### src/rtl/core/execution_time_budget_monitor_assert.svh
// ----------------------------------------------------------------------------
// Execution time budget monitor assertion macros
// Concurrent assertion wrappers used by the monitor top level. Defining ASSERT_OFF
// compiles every use down to nothing.
// ----------------------------------------------------------------------------
`ifndef EXECUTION_TIME_BUDGET_MONITOR_ASSERT_SVH
`define EXECUTION_TIME_BUDGET_MONITOR_ASSERT_SVH
`ifndef ASSERT_OFF
// Property checked at every clock edge outside reset.
`define ETBM_ASSERT(label, clk, rst_n, prop) \
    label: assert property (@(posedge clk) disable iff (!(rst_n)) (prop)) \
        else $error("etbm assertion failed: %m");
// Condition at one edge implies an expression at the next edge.
`define ETBM_ASSERT_NEXT(label, clk, rst_n, cond, expr) \
    label: assert property (@(posedge clk) disable iff (!(rst_n)) (cond) |=> (expr)) \
        else $error("etbm assertion failed: %m");
`else
`define ETBM_ASSERT(label, clk, rst_n, prop)
`define ETBM_ASSERT_NEXT(label, clk, rst_n, cond, expr)
`endif
`endif

### src/rtl/core/etbm_pkg.sv
// ----------------------------------------------------------------------------
// Execution time budget monitor package
// Field widths, reset values, operation and register codes, controller
// states and the command and status bundles between controller and datapath.
// ----------------------------------------------------------------------------
package etbm_pkg;

    // Field widths.
    localparam int unsigned OP_W       = 2;
    localparam int unsigned STAMP_W    = 63;
    localparam int unsigned SAMPLES_W  = 16;
    localparam int unsigned TIME_W     = 32;
    localparam int unsigned RATE_W     = 20;
    localparam int unsigned WEIGHT_W   = 16;
    localparam int unsigned AVG_W      = 43;
    localparam int unsigned AVG_OUT_W  = 42;
    localparam int unsigned NS_W       = 42;
    localparam int unsigned DIVIDEND_W = 36;
    localparam int unsigned CFG_IDX_W  = 2;
    localparam int unsigned CFG_DATA_W = 32;

    // Scale factors.
    localparam logic [RATE_W-1:0] US_PER_S  = 20'd1000000;
    localparam logic [9:0]        NS_PER_US = 10'd1000;

    // Register reset values.
    localparam logic                  ENABLE_RST = 1'b1;
    localparam logic [TIME_W-1:0]     BUDGET_RST = '0;
    localparam logic [RATE_W-1:0]     RATE_RST   = 20'd48000;
    localparam logic [WEIGHT_W-1:0]   WEIGHT_RST = 16'd6554;

    // Operation codes.
    typedef enum logic [OP_W-1:0] {
        OP_START = 2'd0,
        OP_END   = 2'd1,
        OP_CLEAR = 2'd2,
        OP_NOP   = 2'd3
    } t_op;

    // Configuration register indexes.
    typedef enum logic [CFG_IDX_W-1:0] {
        CFG_ENABLE = 2'd0,
        CFG_BUDGET = 2'd1,
        CFG_RATE   = 2'd2,
        CFG_WEIGHT = 2'd3
    } t_cfg_idx;

    // Controller states.
    typedef enum logic [2:0] {
        ST_IDLE,
        ST_ELAP,
        ST_PREP,
        ST_LOAD,
        ST_RUN,
        ST_COMMIT
    } t_state;

    // Commands from controller to datapath.
    typedef struct packed {
        logic accept;
        logic elap;
        logic prep;
        logic load;
        logic step;
        logic mul_step;
        logic mul_last;
        logic commit;
    } t_cmd;

    // Status from datapath to controller.
    typedef struct packed {
        logic is_end;
        logic out_free;
    } t_status;

    // Saturating 32-bit increment.
    function automatic logic [TIME_W-1:0] sat_inc(input logic [TIME_W-1:0] v);
        return (v == '1) ? v : v + TIME_W'(1);
    endfunction

endpackage

### src/rtl/core/etbm_if.sv
// ----------------------------------------------------------------------------
// Execution time budget monitor channels
// Valid/ready channels for configuration writes, operations and results.
// ----------------------------------------------------------------------------

// Configuration write channel.
interface etbm_cfg_if;
    logic                             valid;
    logic                             ready;
    logic [etbm_pkg::CFG_IDX_W-1:0]   index;
    logic [etbm_pkg::CFG_DATA_W-1:0]  data;

    modport source (output valid, output index, output data, input ready);
    modport sink   (input valid, input index, input data, output ready);
endinterface

// Operation channel.
interface etbm_in_if;
    logic                             valid;
    logic                             ready;
    logic [etbm_pkg::OP_W-1:0]        operation;
    logic [etbm_pkg::STAMP_W-1:0]     timestamp_us;
    logic [etbm_pkg::SAMPLES_W-1:0]   num_samples;

    modport source (output valid, output operation, output timestamp_us,
                    output num_samples, input ready);
    modport sink   (input valid, input operation, input timestamp_us,
                    input num_samples, output ready);
endinterface

// Result channel.
interface etbm_out_if;
    logic                             valid;
    logic                             ready;
    logic                             within_budget;
    logic [etbm_pkg::TIME_W-1:0]      elapsed_us;
    logic [etbm_pkg::TIME_W-1:0]      active_budget_us;
    logic [etbm_pkg::TIME_W-1:0]      callback_count;
    logic [etbm_pkg::TIME_W-1:0]      overrun_count;
    logic [etbm_pkg::TIME_W-1:0]      overrun_streak;
    logic [etbm_pkg::TIME_W-1:0]      longest_streak;
    logic [etbm_pkg::AVG_OUT_W-1:0]   average_ns;
    logic [etbm_pkg::TIME_W-1:0]      longest_us;
    logic [etbm_pkg::TIME_W-1:0]      shortest_us;

    modport source (output valid, output within_budget, output elapsed_us,
                    output active_budget_us, output callback_count,
                    output overrun_count, output overrun_streak,
                    output longest_streak, output average_ns,
                    output longest_us, output shortest_us, input ready);
    modport sink   (input valid, input within_budget, input elapsed_us,
                    input active_budget_us, input callback_count,
                    input overrun_count, input overrun_streak,
                    input longest_streak, input average_ns,
                    input longest_us, input shortest_us, output ready);
endinterface

### src/rtl/core/etbm_div.sv
// ----------------------------------------------------------------------------
// Execution time budget monitor divider
// Restoring divider, one quotient bit per step. A zero divisor yields an
// all-ones quotient.
// ----------------------------------------------------------------------------
module etbm_div (
    input  logic                               i_clk,
    input  logic                               i_load,
    input  logic                               i_step,
    input  logic [etbm_pkg::DIVIDEND_W-1:0]    i_dividend,
    input  logic [etbm_pkg::RATE_W-1:0]        i_divisor,
    output logic [etbm_pkg::DIVIDEND_W-1:0]    o_quotient
);

    logic [etbm_pkg::RATE_W:0]        r_rem;
    logic [etbm_pkg::DIVIDEND_W-1:0]  r_quo;
    logic [etbm_pkg::RATE_W:0]        w_shift;
    logic [etbm_pkg::RATE_W:0]        w_divisor;
    logic                             w_ge;

    // Shift in the next dividend bit and trial-subtract the divisor.
    assign w_shift   = {r_rem[etbm_pkg::RATE_W-1:0], r_quo[etbm_pkg::DIVIDEND_W-1]};
    assign w_divisor = {1'b0, i_divisor};
    assign w_ge      = (w_shift >= w_divisor);

    // The quotient register holds the dividend bits still to come.
    always_ff @(posedge i_clk) begin
        if (i_load) begin
            r_rem <= '0;
            r_quo <= i_dividend;
        end else if (i_step) begin
            r_rem <= w_ge ? (w_shift - w_divisor) : w_shift;
            r_quo <= {r_quo[etbm_pkg::DIVIDEND_W-2:0], w_ge};
        end
    end

    assign o_quotient = r_quo;

endmodule

### src/rtl/core/etbm_dp.sv
// ----------------------------------------------------------------------------
// Execution time budget monitor datapath
// Configuration registers, operation latch, elapsed time, serial moving
// average multiplier, derived budget divider and the statistics registers.
// ----------------------------------------------------------------------------
module etbm_dp #(
    parameter int unsigned EMA_FRAC_BITS = 16
) (
    input  logic                               i_clk,
    input  logic                               i_rst_n,
    input  logic                               i_cfg_valid,
    input  logic [etbm_pkg::CFG_IDX_W-1:0]     i_cfg_index,
    input  logic [etbm_pkg::CFG_DATA_W-1:0]    i_cfg_data,
    input  logic [etbm_pkg::OP_W-1:0]          i_operation,
    input  logic [etbm_pkg::STAMP_W-1:0]       i_timestamp_us,
    input  logic [etbm_pkg::SAMPLES_W-1:0]     i_num_samples,
    input  logic                               i_out_ready,
    input  etbm_pkg::t_cmd                     i_cmd,
    output etbm_pkg::t_status                  o_status,
    output logic                               o_out_valid,
    output logic                               o_within_budget,
    output logic [etbm_pkg::TIME_W-1:0]        o_elapsed_us,
    output logic [etbm_pkg::TIME_W-1:0]        o_active_budget_us,
    output logic [etbm_pkg::TIME_W-1:0]        o_callback_count,
    output logic [etbm_pkg::TIME_W-1:0]        o_overrun_count,
    output logic [etbm_pkg::TIME_W-1:0]        o_overrun_streak,
    output logic [etbm_pkg::TIME_W-1:0]        o_longest_streak,
    output logic [etbm_pkg::AVG_OUT_W-1:0]     o_average_ns,
    output logic [etbm_pkg::TIME_W-1:0]        o_longest_us,
    output logic [etbm_pkg::TIME_W-1:0]        o_shortest_us
);

    localparam int unsigned WB     = EMA_FRAC_BITS + 1;
    localparam int unsigned DIFF_W = etbm_pkg::AVG_W + 1;
    localparam int unsigned ACC_W  = etbm_pkg::AVG_W + 3;
    localparam logic [31:0] EMA_ONE = 32'(1) << EMA_FRAC_BITS;

    // Configuration registers.
    logic                             r_enable;
    logic [etbm_pkg::TIME_W-1:0]      r_budget;
    logic [etbm_pkg::RATE_W-1:0]      r_rate;
    logic [etbm_pkg::WEIGHT_W-1:0]    r_weight;

    // Latched operation.
    etbm_pkg::t_op                    r_op;
    logic [etbm_pkg::STAMP_W-1:0]     r_stamp;
    logic [etbm_pkg::SAMPLES_W-1:0]   r_samples;

    // Statistics state.
    logic [etbm_pkg::STAMP_W-1:0]     r_start_stamp, n_start_stamp;
    logic [etbm_pkg::TIME_W-1:0]      r_last, n_last;
    logic [etbm_pkg::TIME_W-1:0]      r_max, n_max;
    logic [etbm_pkg::TIME_W-1:0]      r_min, n_min;
    logic                             r_min_valid, n_min_valid;
    logic [etbm_pkg::AVG_W-1:0]       r_avg, n_avg;
    logic [etbm_pkg::TIME_W-1:0]      r_callbacks, n_callbacks;
    logic [etbm_pkg::TIME_W-1:0]      r_overruns, n_overruns;
    logic [etbm_pkg::TIME_W-1:0]      r_streak, n_streak;
    logic [etbm_pkg::TIME_W-1:0]      r_max_streak, n_max_streak;

    // Working registers.
    logic [etbm_pkg::TIME_W-1:0]      r_elapsed;
    logic [etbm_pkg::DIVIDEND_W-1:0]  r_dividend;
    logic [etbm_pkg::NS_W-1:0]        r_new_ns;
    logic signed [DIFF_W-1:0]         r_diff;
    logic signed [ACC_W-1:0]          r_acc;
    logic [WB-1:0]                    r_wsh;

    // Result register.
    logic                             r_out_valid;
    logic                             r_within, n_within;
    logic [etbm_pkg::TIME_W-1:0]      r_active, n_active;

    logic [etbm_pkg::STAMP_W:0]       w_stamp_diff;
    logic [etbm_pkg::TIME_W-1:0]      w_elapsed;
    logic [31:0]                      w_weight_ext;
    logic [31:0]                      w_weight;
    logic signed [ACC_W-1:0]          w_addend;
    logic signed [ACC_W-1:0]          w_acc_sum;
    logic signed [ACC_W-1:0]          w_avg_sum;
    logic [etbm_pkg::AVG_W-1:0]       w_avg_new;
    logic [etbm_pkg::DIVIDEND_W-1:0]  w_quot;
    logic [etbm_pkg::TIME_W-1:0]      w_budget_eff;
    logic                             w_within_end;
    logic                             w_is_end;

    // Configuration writes.
    always_ff @(posedge i_clk) begin
        if (!i_rst_n) begin
            r_enable <= etbm_pkg::ENABLE_RST;
            r_budget <= etbm_pkg::BUDGET_RST;
            r_rate   <= etbm_pkg::RATE_RST;
            r_weight <= etbm_pkg::WEIGHT_RST;
        end else if (i_cfg_valid) begin
            unique case (etbm_pkg::t_cfg_idx'(i_cfg_index))
                etbm_pkg::CFG_ENABLE: r_enable <= i_cfg_data[0];
                etbm_pkg::CFG_BUDGET: r_budget <= i_cfg_data[etbm_pkg::TIME_W-1:0];
                etbm_pkg::CFG_RATE:   r_rate   <= i_cfg_data[etbm_pkg::RATE_W-1:0];
                etbm_pkg::CFG_WEIGHT: r_weight <= i_cfg_data[etbm_pkg::WEIGHT_W-1:0];
            endcase
        end
    end

    // Operation latch.
    always_ff @(posedge i_clk) begin
        if (i_cmd.accept) begin
            r_op      <= etbm_pkg::t_op'(i_operation);
            r_stamp   <= i_timestamp_us;
            r_samples <= i_num_samples;
        end
    end

    // Elapsed time: zero when the end stamp precedes the start, else saturated.
    assign w_stamp_diff = {1'b0, r_stamp} - {1'b0, r_start_stamp};
    always_comb begin
        if (w_stamp_diff[etbm_pkg::STAMP_W]) begin
            w_elapsed = '0;
        end else if (|w_stamp_diff[etbm_pkg::STAMP_W-1:etbm_pkg::TIME_W]) begin
            w_elapsed = '1;
        end else begin
            w_elapsed = w_stamp_diff[etbm_pkg::TIME_W-1:0];
        end
    end

    // Weight limited to one in the fixed-point format.
    assign w_weight_ext = 32'(r_weight);
    assign w_weight     = (w_weight_ext > EMA_ONE) ? EMA_ONE : w_weight_ext;

    // Shift-add multiply of weight by (new - avg), least significant weight bit
    // first; each shift right floors, so the result is floor(w*diff / 2^F).
    assign w_addend  = r_wsh[0] ? ACC_W'(r_diff) : '0;
    assign w_acc_sum = r_acc + w_addend;

    // Elapsed time, scaled values and the multiplier sequence.
    always_ff @(posedge i_clk) begin
        if (i_cmd.elap) begin
            r_elapsed  <= w_elapsed;
            r_dividend <= etbm_pkg::DIVIDEND_W'(r_samples) *
                          etbm_pkg::DIVIDEND_W'(etbm_pkg::US_PER_S);
        end
        if (i_cmd.prep) begin
            r_new_ns <= etbm_pkg::NS_W'(r_elapsed) * etbm_pkg::NS_W'(etbm_pkg::NS_PER_US);
        end
        if (i_cmd.load) begin
            r_diff <= $signed({2'b00, r_new_ns}) - $signed({1'b0, r_avg});
            r_acc  <= '0;
            r_wsh  <= w_weight[WB-1:0];
        end else if (i_cmd.mul_step) begin
            r_acc  <= w_acc_sum >>> 1;
            r_wsh  <= r_wsh >> 1;
        end else if (i_cmd.mul_last) begin
            r_acc  <= w_acc_sum;
        end
    end

    // Derived budget divider.
    etbm_div u_div (
        .i_clk      (i_clk),
        .i_load     (i_cmd.load),
        .i_step     (i_cmd.step),
        .i_dividend (r_dividend),
        .i_divisor  (r_rate),
        .o_quotient (w_quot)
    );

    // Budget in force and the comparison.
    always_comb begin
        if (r_budget != '0) begin
            w_budget_eff = r_budget;
        end else if (|w_quot[etbm_pkg::DIVIDEND_W-1:etbm_pkg::TIME_W]) begin
            w_budget_eff = '1;
        end else begin
            w_budget_eff = w_quot[etbm_pkg::TIME_W-1:0];
        end
    end
    assign w_within_end = (r_elapsed <= w_budget_eff);

    // A zero average is loaded with the new sample directly.
    assign w_avg_sum = $signed({3'b000, r_avg}) + r_acc;
    assign w_avg_new = (r_avg == '0) ? etbm_pkg::AVG_W'(r_new_ns)
                                     : w_avg_sum[etbm_pkg::AVG_W-1:0];

    assign w_is_end = r_enable && (r_op == etbm_pkg::OP_END);

    // Statistics after the operation.
    always_comb begin
        n_start_stamp = r_start_stamp;
        n_last        = r_last;
        n_max         = r_max;
        n_min         = r_min;
        n_min_valid   = r_min_valid;
        n_avg         = r_avg;
        n_callbacks   = r_callbacks;
        n_overruns    = r_overruns;
        n_streak      = r_streak;
        n_max_streak  = r_max_streak;
        n_within      = 1'b1;
        n_active      = '0;
        if (r_enable) begin
            unique case (r_op)
                etbm_pkg::OP_START: begin
                    n_start_stamp = r_stamp;
                end
                etbm_pkg::OP_CLEAR: begin
                    n_last       = '0;
                    n_max        = '0;
                    n_min        = '1;
                    n_min_valid  = 1'b0;
                    n_avg        = '0;
                    n_callbacks  = '0;
                    n_overruns   = '0;
                    n_streak     = '0;
                    n_max_streak = '0;
                end
                etbm_pkg::OP_END: begin
                    n_last = r_elapsed;
                    if (r_elapsed > r_max) begin
                        n_max = r_elapsed;
                    end
                    if (!r_min_valid || (r_elapsed < r_min)) begin
                        n_min       = r_elapsed;
                        n_min_valid = 1'b1;
                    end
                    n_avg       = w_avg_new;
                    n_callbacks = etbm_pkg::sat_inc(r_callbacks);
                    n_active    = w_budget_eff;
                    n_within    = w_within_end;
                    if (!w_within_end) begin
                        n_overruns = etbm_pkg::sat_inc(r_overruns);
                        n_streak   = etbm_pkg::sat_inc(r_streak);
                    end else begin
                        if (r_streak > r_max_streak) begin
                            n_max_streak = r_streak;
                        end
                        n_streak = '0;
                    end
                end
                etbm_pkg::OP_NOP: begin
                    n_within = 1'b1;
                end
            endcase
        end
    end

    // Statistics registers, updated once per operation.
    always_ff @(posedge i_clk) begin
        if (!i_rst_n) begin
            r_start_stamp <= '0;
            r_last        <= '0;
            r_max         <= '0;
            r_min         <= '1;
            r_min_valid   <= 1'b0;
            r_avg         <= '0;
            r_callbacks   <= '0;
            r_overruns    <= '0;
            r_streak      <= '0;
            r_max_streak  <= '0;
        end else if (i_cmd.commit) begin
            r_start_stamp <= n_start_stamp;
            r_last        <= n_last;
            r_max         <= n_max;
            r_min         <= n_min;
            r_min_valid   <= n_min_valid;
            r_avg         <= n_avg;
            r_callbacks   <= n_callbacks;
            r_overruns    <= n_overruns;
            r_streak      <= n_streak;
            r_max_streak  <= n_max_streak;
        end
    end

    // Result beat. The statistics only change at a commit, which waits for the
    // previous beat to leave, so they serve as the held payload.
    always_ff @(posedge i_clk) begin
        if (!i_rst_n) begin
            r_out_valid <= 1'b0;
        end else if (i_cmd.commit) begin
            r_out_valid <= 1'b1;
        end else if (i_out_ready) begin
            r_out_valid <= 1'b0;
        end
    end

    always_ff @(posedge i_clk) begin
        if (i_cmd.commit) begin
            r_within <= n_within;
            r_active <= n_active;
        end
    end

    // Status toward the controller.
    assign o_status.is_end   = w_is_end;
    assign o_status.out_free = !r_out_valid || i_out_ready;

    // Result fields.
    assign o_out_valid        = r_out_valid;
    assign o_within_budget    = r_within;
    assign o_elapsed_us       = r_last;
    assign o_active_budget_us = r_active;
    assign o_callback_count   = r_callbacks;
    assign o_overrun_count    = r_overruns;
    assign o_overrun_streak   = r_streak;
    assign o_longest_streak   = r_max_streak;
    assign o_average_ns       = r_avg[etbm_pkg::AVG_OUT_W-1:0];
    assign o_longest_us       = r_max;
    assign o_shortest_us      = r_min_valid ? r_min : '0;

endmodule

### src/rtl/core/etbm_ctrl.sv
// ----------------------------------------------------------------------------
// Execution time budget monitor controller
// Sequences one operation at a time: latch, elapsed time, for an end operation
// scaling and the step loop of multiplier and divider, then the result commit.
// ----------------------------------------------------------------------------
module etbm_ctrl #(
    parameter int unsigned EMA_FRAC_BITS = 16
) (
    input  logic               i_clk,
    input  logic               i_rst_n,
    input  logic               i_in_valid,
    output logic               o_in_ready,
    input  etbm_pkg::t_status  i_status,
    output etbm_pkg::t_cmd     o_cmd
);

    localparam int unsigned CNT_W = $clog2(etbm_pkg::DIVIDEND_W);
    localparam logic [CNT_W-1:0] CNT_LAST = CNT_W'(etbm_pkg::DIVIDEND_W - 1);
    localparam logic [CNT_W-1:0] CNT_MUL  = CNT_W'(EMA_FRAC_BITS);

    etbm_pkg::t_state  r_state, n_state;
    logic [CNT_W-1:0]  r_cnt, n_cnt;

    // State and step counter.
    always_ff @(posedge i_clk) begin
        if (!i_rst_n) begin
            r_state <= etbm_pkg::ST_IDLE;
            r_cnt   <= '0;
        end else begin
            r_state <= n_state;
            r_cnt   <= n_cnt;
        end
    end

    // Next state and commands.
    always_comb begin
        n_state    = r_state;
        n_cnt      = r_cnt;
        o_in_ready = 1'b0;
        o_cmd      = '0;
        unique case (r_state)
            etbm_pkg::ST_IDLE: begin
                o_in_ready = 1'b1;
                if (i_in_valid) begin
                    o_cmd.accept = 1'b1;
                    n_state      = etbm_pkg::ST_ELAP;
                end
            end
            etbm_pkg::ST_ELAP: begin
                o_cmd.elap = 1'b1;
                n_state    = i_status.is_end ? etbm_pkg::ST_PREP : etbm_pkg::ST_COMMIT;
            end
            etbm_pkg::ST_PREP: begin
                o_cmd.prep = 1'b1;
                n_state    = etbm_pkg::ST_LOAD;
            end
            etbm_pkg::ST_LOAD: begin
                o_cmd.load = 1'b1;
                n_cnt      = '0;
                n_state    = etbm_pkg::ST_RUN;
            end
            etbm_pkg::ST_RUN: begin
                // The divider steps every cycle; the multiplier runs F+1 steps.
                o_cmd.step     = 1'b1;
                o_cmd.mul_step = (r_cnt < CNT_MUL);
                o_cmd.mul_last = (r_cnt == CNT_MUL);
                n_cnt          = r_cnt + CNT_W'(1);
                if (r_cnt == CNT_LAST) begin
                    n_state = etbm_pkg::ST_COMMIT;
                end
            end
            etbm_pkg::ST_COMMIT: begin
                if (i_status.out_free) begin
                    o_cmd.commit = 1'b1;
                    n_state      = etbm_pkg::ST_IDLE;
                end
            end
            default: begin
                n_state = etbm_pkg::ST_IDLE;
            end
        endcase
    end

endmodule

### src/rtl/core/execution_time_budget_monitor.sv
// ----------------------------------------------------------------------------
// Execution time budget monitor
// Per-callback execution time statistics with budget check, overrun counters
// and a fixed-point moving average in nanoseconds.
// ----------------------------------------------------------------------------
//  Channel  Dir  Beat contents
//  i_cfg    in   register index, write data
//  i_in     in   operation, timestamp_us, num_samples
//  o_out    out  within_budget, elapsed_us, budgets, counters, averages
//
// An end operation passes the elapsed, prep, load, run and commit states; the
// 36-step restoring divider for the derived budget sets its length, with the
// moving average multiplier running alongside in EMA_FRAC_BITS+1 steps. Start,
// clear and other operations go from elapsed to commit. Reset is synchronous
// and needs no clearing pass. A stalled result is held while the next operation
// is accepted and worked on; its commit waits until the held beat is taken.
// ----------------------------------------------------------------------------
`include "execution_time_budget_monitor_assert.svh"

module execution_time_budget_monitor #(
    parameter int unsigned EMA_FRAC_BITS = 16
) (
    input  logic         i_clk,
    input  logic         i_rst_n,
    etbm_cfg_if.sink     i_cfg,
    etbm_in_if.sink      i_in,
    etbm_out_if.source   o_out
);

    etbm_pkg::t_cmd     w_cmd;
    etbm_pkg::t_status  w_status;

    // Configuration writes are always taken.
    assign i_cfg.ready = 1'b1;

    // Controller.
    etbm_ctrl #(
        .EMA_FRAC_BITS (EMA_FRAC_BITS)
    ) u_ctrl (
        .i_clk      (i_clk),
        .i_rst_n    (i_rst_n),
        .i_in_valid (i_in.valid),
        .o_in_ready (i_in.ready),
        .i_status   (w_status),
        .o_cmd      (w_cmd)
    );

    // Datapath.
    etbm_dp #(
        .EMA_FRAC_BITS (EMA_FRAC_BITS)
    ) u_dp (
        .i_clk              (i_clk),
        .i_rst_n            (i_rst_n),
        .i_cfg_valid        (i_cfg.valid),
        .i_cfg_index        (i_cfg.index),
        .i_cfg_data         (i_cfg.data),
        .i_operation        (i_in.operation),
        .i_timestamp_us     (i_in.timestamp_us),
        .i_num_samples      (i_in.num_samples),
        .i_out_ready        (o_out.ready),
        .i_cmd              (w_cmd),
        .o_status           (w_status),
        .o_out_valid        (o_out.valid),
        .o_within_budget    (o_out.within_budget),
        .o_elapsed_us       (o_out.elapsed_us),
        .o_active_budget_us (o_out.active_budget_us),
        .o_callback_count   (o_out.callback_count),
        .o_overrun_count    (o_out.overrun_count),
        .o_overrun_streak   (o_out.overrun_streak),
        .o_longest_streak   (o_out.longest_streak),
        .o_average_ns       (o_out.average_ns),
        .o_longest_us       (o_out.longest_us),
        .o_shortest_us      (o_out.shortest_us)
    );

    // A commit never overwrites a beat that is still waiting.
    `ETBM_ASSERT(a_commit_slot_free, i_clk, i_rst_n, w_cmd.commit |-> (!o_out.valid || o_out.ready))
    // Operations are worked on one at a time.
    `ETBM_ASSERT_NEXT(a_one_at_a_time, i_clk, i_rst_n, i_in.valid && i_in.ready, !i_in.ready)
    // An overrun always leaves a nonzero streak.
    `ETBM_ASSERT(a_overrun_streak, i_clk, i_rst_n, (o_out.valid && !o_out.within_budget) |-> (o_out.overrun_streak != 0))
    // The current streak never exceeds the overrun total.
    `ETBM_ASSERT(a_streak_bound, i_clk, i_rst_n, o_out.valid |-> (o_out.overrun_streak <= o_out.overrun_count))

endmodule
### src/flat_wrapper.sv
// flat-port wrapper written by rule: the top's interface ports become plain ports
module execution_time_budget_monitor_flat 
#(
    parameter int unsigned EMA_FRAC_BITS = 16
)
  (i_clk, i_rst_n, i_cfg_valid, i_cfg_index, i_cfg_data, i_cfg_ready, i_in_valid, i_in_operation, i_in_timestamp_us, i_in_num_samples, i_in_ready, o_out_valid, o_out_within_budget, o_out_elapsed_us, o_out_active_budget_us, o_out_callback_count, o_out_overrun_count, o_out_overrun_streak, o_out_longest_streak, o_out_average_ns, o_out_longest_us, o_out_shortest_us, o_out_ready);
  etbm_cfg_if i_cfg_i ();
  etbm_in_if i_in_i ();
  etbm_out_if o_out_i ();
  input  logic i_clk;
  input  logic i_rst_n;
  input wire logic [$bits(i_cfg_i.valid)-1:0] i_cfg_valid;
  input wire logic [$bits(i_cfg_i.index)-1:0] i_cfg_index;
  input wire logic [$bits(i_cfg_i.data)-1:0] i_cfg_data;
  output wire logic [$bits(i_cfg_i.ready)-1:0] i_cfg_ready;
  input wire logic [$bits(i_in_i.valid)-1:0] i_in_valid;
  input wire logic [$bits(i_in_i.operation)-1:0] i_in_operation;
  input wire logic [$bits(i_in_i.timestamp_us)-1:0] i_in_timestamp_us;
  input wire logic [$bits(i_in_i.num_samples)-1:0] i_in_num_samples;
  output wire logic [$bits(i_in_i.ready)-1:0] i_in_ready;
  output wire logic [$bits(o_out_i.valid)-1:0] o_out_valid;
  output wire logic [$bits(o_out_i.within_budget)-1:0] o_out_within_budget;
  output wire logic [$bits(o_out_i.elapsed_us)-1:0] o_out_elapsed_us;
  output wire logic [$bits(o_out_i.active_budget_us)-1:0] o_out_active_budget_us;
  output wire logic [$bits(o_out_i.callback_count)-1:0] o_out_callback_count;
  output wire logic [$bits(o_out_i.overrun_count)-1:0] o_out_overrun_count;
  output wire logic [$bits(o_out_i.overrun_streak)-1:0] o_out_overrun_streak;
  output wire logic [$bits(o_out_i.longest_streak)-1:0] o_out_longest_streak;
  output wire logic [$bits(o_out_i.average_ns)-1:0] o_out_average_ns;
  output wire logic [$bits(o_out_i.longest_us)-1:0] o_out_longest_us;
  output wire logic [$bits(o_out_i.shortest_us)-1:0] o_out_shortest_us;
  input wire logic [$bits(o_out_i.ready)-1:0] o_out_ready;
  assign i_cfg_i.valid = i_cfg_valid;
  assign i_cfg_i.index = i_cfg_index;
  assign i_cfg_i.data = i_cfg_data;
  assign i_cfg_ready = i_cfg_i.ready;
  assign i_in_i.valid = i_in_valid;
  assign i_in_i.operation = i_in_operation;
  assign i_in_i.timestamp_us = i_in_timestamp_us;
  assign i_in_i.num_samples = i_in_num_samples;
  assign i_in_ready = i_in_i.ready;
  assign o_out_valid = o_out_i.valid;
  assign o_out_within_budget = o_out_i.within_budget;
  assign o_out_elapsed_us = o_out_i.elapsed_us;
  assign o_out_active_budget_us = o_out_i.active_budget_us;
  assign o_out_callback_count = o_out_i.callback_count;
  assign o_out_overrun_count = o_out_i.overrun_count;
  assign o_out_overrun_streak = o_out_i.overrun_streak;
  assign o_out_longest_streak = o_out_i.longest_streak;
  assign o_out_average_ns = o_out_i.average_ns;
  assign o_out_longest_us = o_out_i.longest_us;
  assign o_out_shortest_us = o_out_i.shortest_us;
  assign o_out_i.ready = o_out_ready;
  execution_time_budget_monitor #(.EMA_FRAC_BITS(EMA_FRAC_BITS)) u_core (.i_clk(i_clk), .i_rst_n(i_rst_n), .i_cfg(i_cfg_i), .i_in(i_in_i), .o_out(o_out_i));
endmodule
### config.mk
export PLATFORM = sky130hd
export DESIGN_NAME = execution_time_budget_monitor_flat
export DESIGN_NICKNAME = d
export VERILOG_FILES = /design/src/rtl/core/etbm_pkg.sv /design/src/rtl/core/etbm_if.sv /design/src/rtl/core/etbm_div.sv /design/src/rtl/core/etbm_dp.sv /design/src/rtl/core/etbm_ctrl.sv /design/src/rtl/core/execution_time_budget_monitor.sv /design/src/flat_wrapper.sv
export VERILOG_INCLUDE_DIRS = /design/src /design/src/rtl/core
export SDC_FILE = /design/constraint.sdc
export NUM_CORES = 2
export LEC_CHECK = 0
export BUFFER_PORTS_ARGS = -buffer_cell sky130_fd_sc_hd__buf_2
export CAP_MARGIN = 25
export CORE_MARGIN = 2
export CORE_UTILIZATION = 44
export CTS_BUF_LIST = sky130_fd_sc_hd__clkbuf_2
export DETAILED_ROUTE_END_ITERATION = 10
export SLEW_MARGIN = 20
export SYNTH_ARGS = -nofsm -noshare
export SYNTH_HDL_FRONTEND = slang
export SYNTH_SLANG_ARGS = --single-unit
### constraint.sdc
create_clock -name i_clk -period 16.85 [get_ports i_clk]
set_input_delay 0.8425 -clock i_clk [delete_from_list [all_inputs] [get_ports i_clk]]
set_output_delay 0.8425 -clock i_clk [all_outputs]
set_load 0.03 [all_outputs]
==> reports/metrics.csv <==
stage,metric,value,unit
power_and_ir_drop,internal power,7250,uW
power_and_ir_drop,switching share of power,46.0,%
floorplan,Die Wd,353,um
worst_setup_path,Worst Path Required,18.19,ns
logic_synthesis,top-area cell type share of the netlist area,17.8,%
cells_and_area,layout cells sized above 1,13.7,%
routing,Detail Route Antenna Nets,0,
clock_tree,H-tree levels,4,
cells_and_area,design area,0.0618,sq mm
grt,first-pass GRT wire length,251000,um
clock_tree,clock slew at reported path FFs,0.11,ns
floorplan,core area,0.121,sq mm
placed_design,Placer Congestion,0.912,
placed_design,PortBufs,420,
floorplan,Ports,422,
power_and_ir_drop,logic gate share of total power,66.7,%
clock_tree,clk_lat worst skew,1.68,ns
routing,WL final,162000,um
timing,Worst Tran Pin Value,1.12,ns
worst_setup_path,critical path endpoint category,flip-flop,
logic_synthesis,simple-gate share of the synthesized area,17.0,%
logic_synthesis,largest cells by area after synthesis,"dfxtp_1 18%, edfxtp_1 17%, ha_1 12%, fa_1 6.6%, a21oi_1 5.7%",
timing,fin. max-slew vios,0,
routing,Vias/cell,5.36,
timing,Final Hold Viols,0,
power_and_ir_drop,Clk pwr share,11.0,%
power_and_ir_drop,Net Switching,6170,uW
grt,largest net degree at the start of global routing,103,
cells_and_area,Area Overhead vs Synth,15.5,%
worst_setup_path,"Max FO, Critical Path",10,
logic_synthesis,Ys Warns,0,
worst_setup_path,CP Class,reg -> reg,
logic_synthesis,Post-Syn Area,0.0536,sq mm
cells_and_area,register area,0.0189,sq mm
timing,RSZ-0062 raised after global routing,no,
cells_and_area,nets,7535,
logic_synthesis,Synth top cells by count,"734 x nand2_1, 611 x a21oi_1, 544 x inv_1",
logic_synthesis,Post-synth ARST share,0,%
logic_synthesis,mux cell area share after synthesis,1.44,%
logic_synthesis,post-synth cell types,106,
placed_design,hpwl dp,121000,um
routing,DRC Markers,0,
run_status,status,finished clean,
logic_synthesis,cells after synthesis,6006,
routing,First-pass DRT Iterations,8,
logic_synthesis,XOR/XNOR Fraction of Synth Area,4.79,%
cells_and_area,Multi-input gate area,0.0315,sq mm
grt,antenna violations before repair,12,
floorplan,Initial Util,44.2,%
grt,GRT overflow,0,
worst_hold_path,HP Class,in -> reg,
routing,vias,45700,
grt,total track usage,25.4,%
worst_setup_path,WP data arrival,7.78,ns
timing,period utilization,38.2,%
floorplan,Die Y,353,um
timing,setup_tns,0,ns
power_and_ir_drop,Peak VDD IR,0.000261,V
logic_synthesis,Synth Area in Adders,19.1,%
logic_synthesis,sequential area share after synthesis,35.2,%
logic_synthesis,Synth Register Bits,787,
power_and_ir_drop,Cell Pwr Density,217,mW/mm^2
floorplan,row count,128,
floorplan,Die ar.,0.125,sq mm
clock_tree,CTS Buf Count,215,
clock_tree,clock sinks,787,
logic_synthesis,most common cell in the netlist,nand2_1,
cells_and_area,# fillers,11700,
logic_synthesis,post-synthesis compound-gate area fraction,16.2,%
timing,Final setup viols,0,
routing,wire per inst,19.0,um
placed_design,area post-placement,0.0569,sq mm
logic_synthesis,Post-synth EDFFs,311,
timing,Tmin final,6.44,ns
timing,Final Skew,0.156,ns
logic_synthesis,ys flop type,dfxtp_1,
worst_setup_path,crit path launch type,flip-flop,
logic_synthesis,Syn Area/Cell,8.92,sq um
routing,DRT iter0 DRCs,3338,
clock_tree,Max clock buf depth,3,
power_and_ir_drop,Pleak,0.0273,uW
grt,number of global-route vias before repair,44500,
logic_synthesis,combinational family with the most area after synthesis,adder cells,
power_and_ir_drop,sequential power share,22.3,%
clock_tree,CTS tree,built,
logic_synthesis,Synth area leader,dfxtp_1,
timing,Peak Freq,155,MHz
logic_synthesis,post-synthesis net count,6838,
clock_tree,Post-CTS Resized,0,
clock_tree,Clock Root Buffer,clkbuf_2,
timing,Rel. slew slack,25.4,%
run,Max-Cap Viols,0,
==> sequential cells by signal, summed over array words and instances, names as in the netlist, 36 cells and up <==
signal and cells:
u_core.u_dp.r_diff 44, u_core.u_dp.r_acc 46, u_core.u_dp.u_div.o_quotient 36, u_core.u_dp.r_new_ns 39, u_core.u_dp.r_avg 43, u_core.u_dp.r_stamp 63, u_core.u_dp.r_start_stamp 63
==> per-layer routing <==
layer | vias to the layer above | track usage [%] | share of wire [%]
met5 | - | 0 | 0.0080
met4 | 2 | 10.3 | 3.6
met3 | 287 | 4.71 | 6.4
met2 | 1336 | 40.9 | 45
met1 | 21600 | 33.7 | 44
li1 | 22400 | - | -
==> power by group through the flow <==
| stage | combinational, uW | sequential, uW | clock (uW) |
|---|---|---|---|
| 6_report | 8950 | 3000 | 1480 |
| 5_1_grt | 10300 | 3020 | 1630 |
| 4_1_cts | 8930 | 2990 | 1540 |
| 3_5_place_dp | 8810 | 3030 | 0 |
| 3_3_place_gp | 8700 | 3030 | 0 |
| 2_1_floorplan | 6990 | 2970 | 0 |
==> path summary, 6_finish.rpt <==
kind / start / to / slack [ns] / depth (start not counted)
worst max register to register: u_core.u_dp.r_elapsed[2] / u_core.u_dp.r_new_ns[41] / 10.41 / 21
worst max-delay path: u_core.u_dp.r_elapsed[2] / u_core.u_dp.r_new_ns[41] / 10.41 / 21
worst min register to register: u_core.u_dp.r_start_stamp[37] / u_core.u_dp.r_start_stamp[37] / 0.46 / 2
worst min-delay path: i_rst_n / u_core.u_dp.o_callback_count[0] / 0.30 / 4
==> worst max-delay path, cell delays in order (launching register included) <==
cell and delay [ns]:
edfxtp_1 0.67, inv_1 0.20, fa_1 0.56, fa_1 0.45, fa_1 0.52, inv_1 0.05, fa_1 0.45, ha_1 0.37
o21a_1 0.19, o21ai_0 0.27, nor3_1 0.08, a221oi_1 0.51, a21oi_1 0.25, a2111oi_0 0.43, dlymetal6s2s_1 0.23, o311ai_0 0.19
nand2_1 0.12, nand2_1 0.06, a21oi_1 0.20, o21bai_1 0.09, a21oi_1 0.17, xnor2_1 0.07
==> stage by stage <==
stage / hold WS, ns / power [uW] / setup WS, ns / cells / utilization, %
CTS: 0.00443 / 13500 / 10.00 / 8509 / 51.0
global route: 0.157 / 14900 / 9.91 / 8517 / 51.0
detailed placement: 0.444 / 11800 / 10.06 / 7831 / 47.0
global placement: 0.440 / 11700 / 10.19 / 7831 / 47.0
finish: 0.302 / 13400 / 10.41 / 8517 / 51.0
floorplan: 0.432 / 9950 / 10.97 / 6006 / -
==> area by class of cell <==
class	count	share of cell area (%)
clock buffers	338	2.74
clock inverters	62	0.619
repair buffers	750	8.57
flip-flops and latches	787	30.5
inverters	545	3.32
diodes	6	0.0243
well taps	1625	3.29
multi-input cells	4404	50.9
==> cells in the final DEF, fill, tap and decap left out, types with 12 or more instances in the layout <==
cell type | Yosys | final
buf_2 | 5 | 419
nand3b_1 | 15 | 15
or3_1 | 28 | 28
and2_1 | 101 | 100
inv_1 | 544 | 543
o211ai_1 | 23 | 23
mux2i_1 | 75 | 75
o31ai_1 | 13 | 13
nand4_1 | 77 | 77
a21oi_1 | 611 | 610
dfxtp_1 | 476 | 476
a222oi_1 | 38 | 38
ha_1 | 535 | 534
a21o_1 | 164 | 164
nor3_1 | 59 | 56
nand2b_1 | 119 | 119
buf_4 | 43 | 51
a22oi_1 | 23 | 23
xnor2_1 | 166 | 166
nor2_1 | 404 | 403
a21oi_2 | 31 | 32
a31oi_1 | 23 | 23
and3_1 | 45 | 43
clkbuf_2 | 0 | 338
nor2b_1 | 69 | 68
nor4_1 | 36 | 35
xor2_1 | 127 | 127
o21bai_1 | 37 | 37
clkinv_2 | 0 | 12
nand3_1 | 192 | 192
or2_2 | 17 | 17
o21ai_0 | 193 | 192
fa_1 | 177 | 177
a211oi_1 | 21 | 20
o21a_1 | 51 | 51
nand2_1 | 734 | 732
clkinv_1 | 0 | 35
dlygate4sd3_1 | 0 | 278
edfxtp_1 | 311 | 311
==> kinds of logic after synthesis <==
logic type,count (synthesis)
and+or+nand+nor,1942
buffers and inverters,815
muxes,77
xor gates and xnor gates,293
DFF,787
AOI/OAI and AO/OA,1379
adders and majority gates,712
other,1
==> timing repair <==
action	4_1_cts	5_1_grt
endpoints found under the hold margin	354	0
hold buffers	278	0
endpoints found under the setup margin	0	0
buffers inserted	0	0
(Power assumes the default switching activity.)
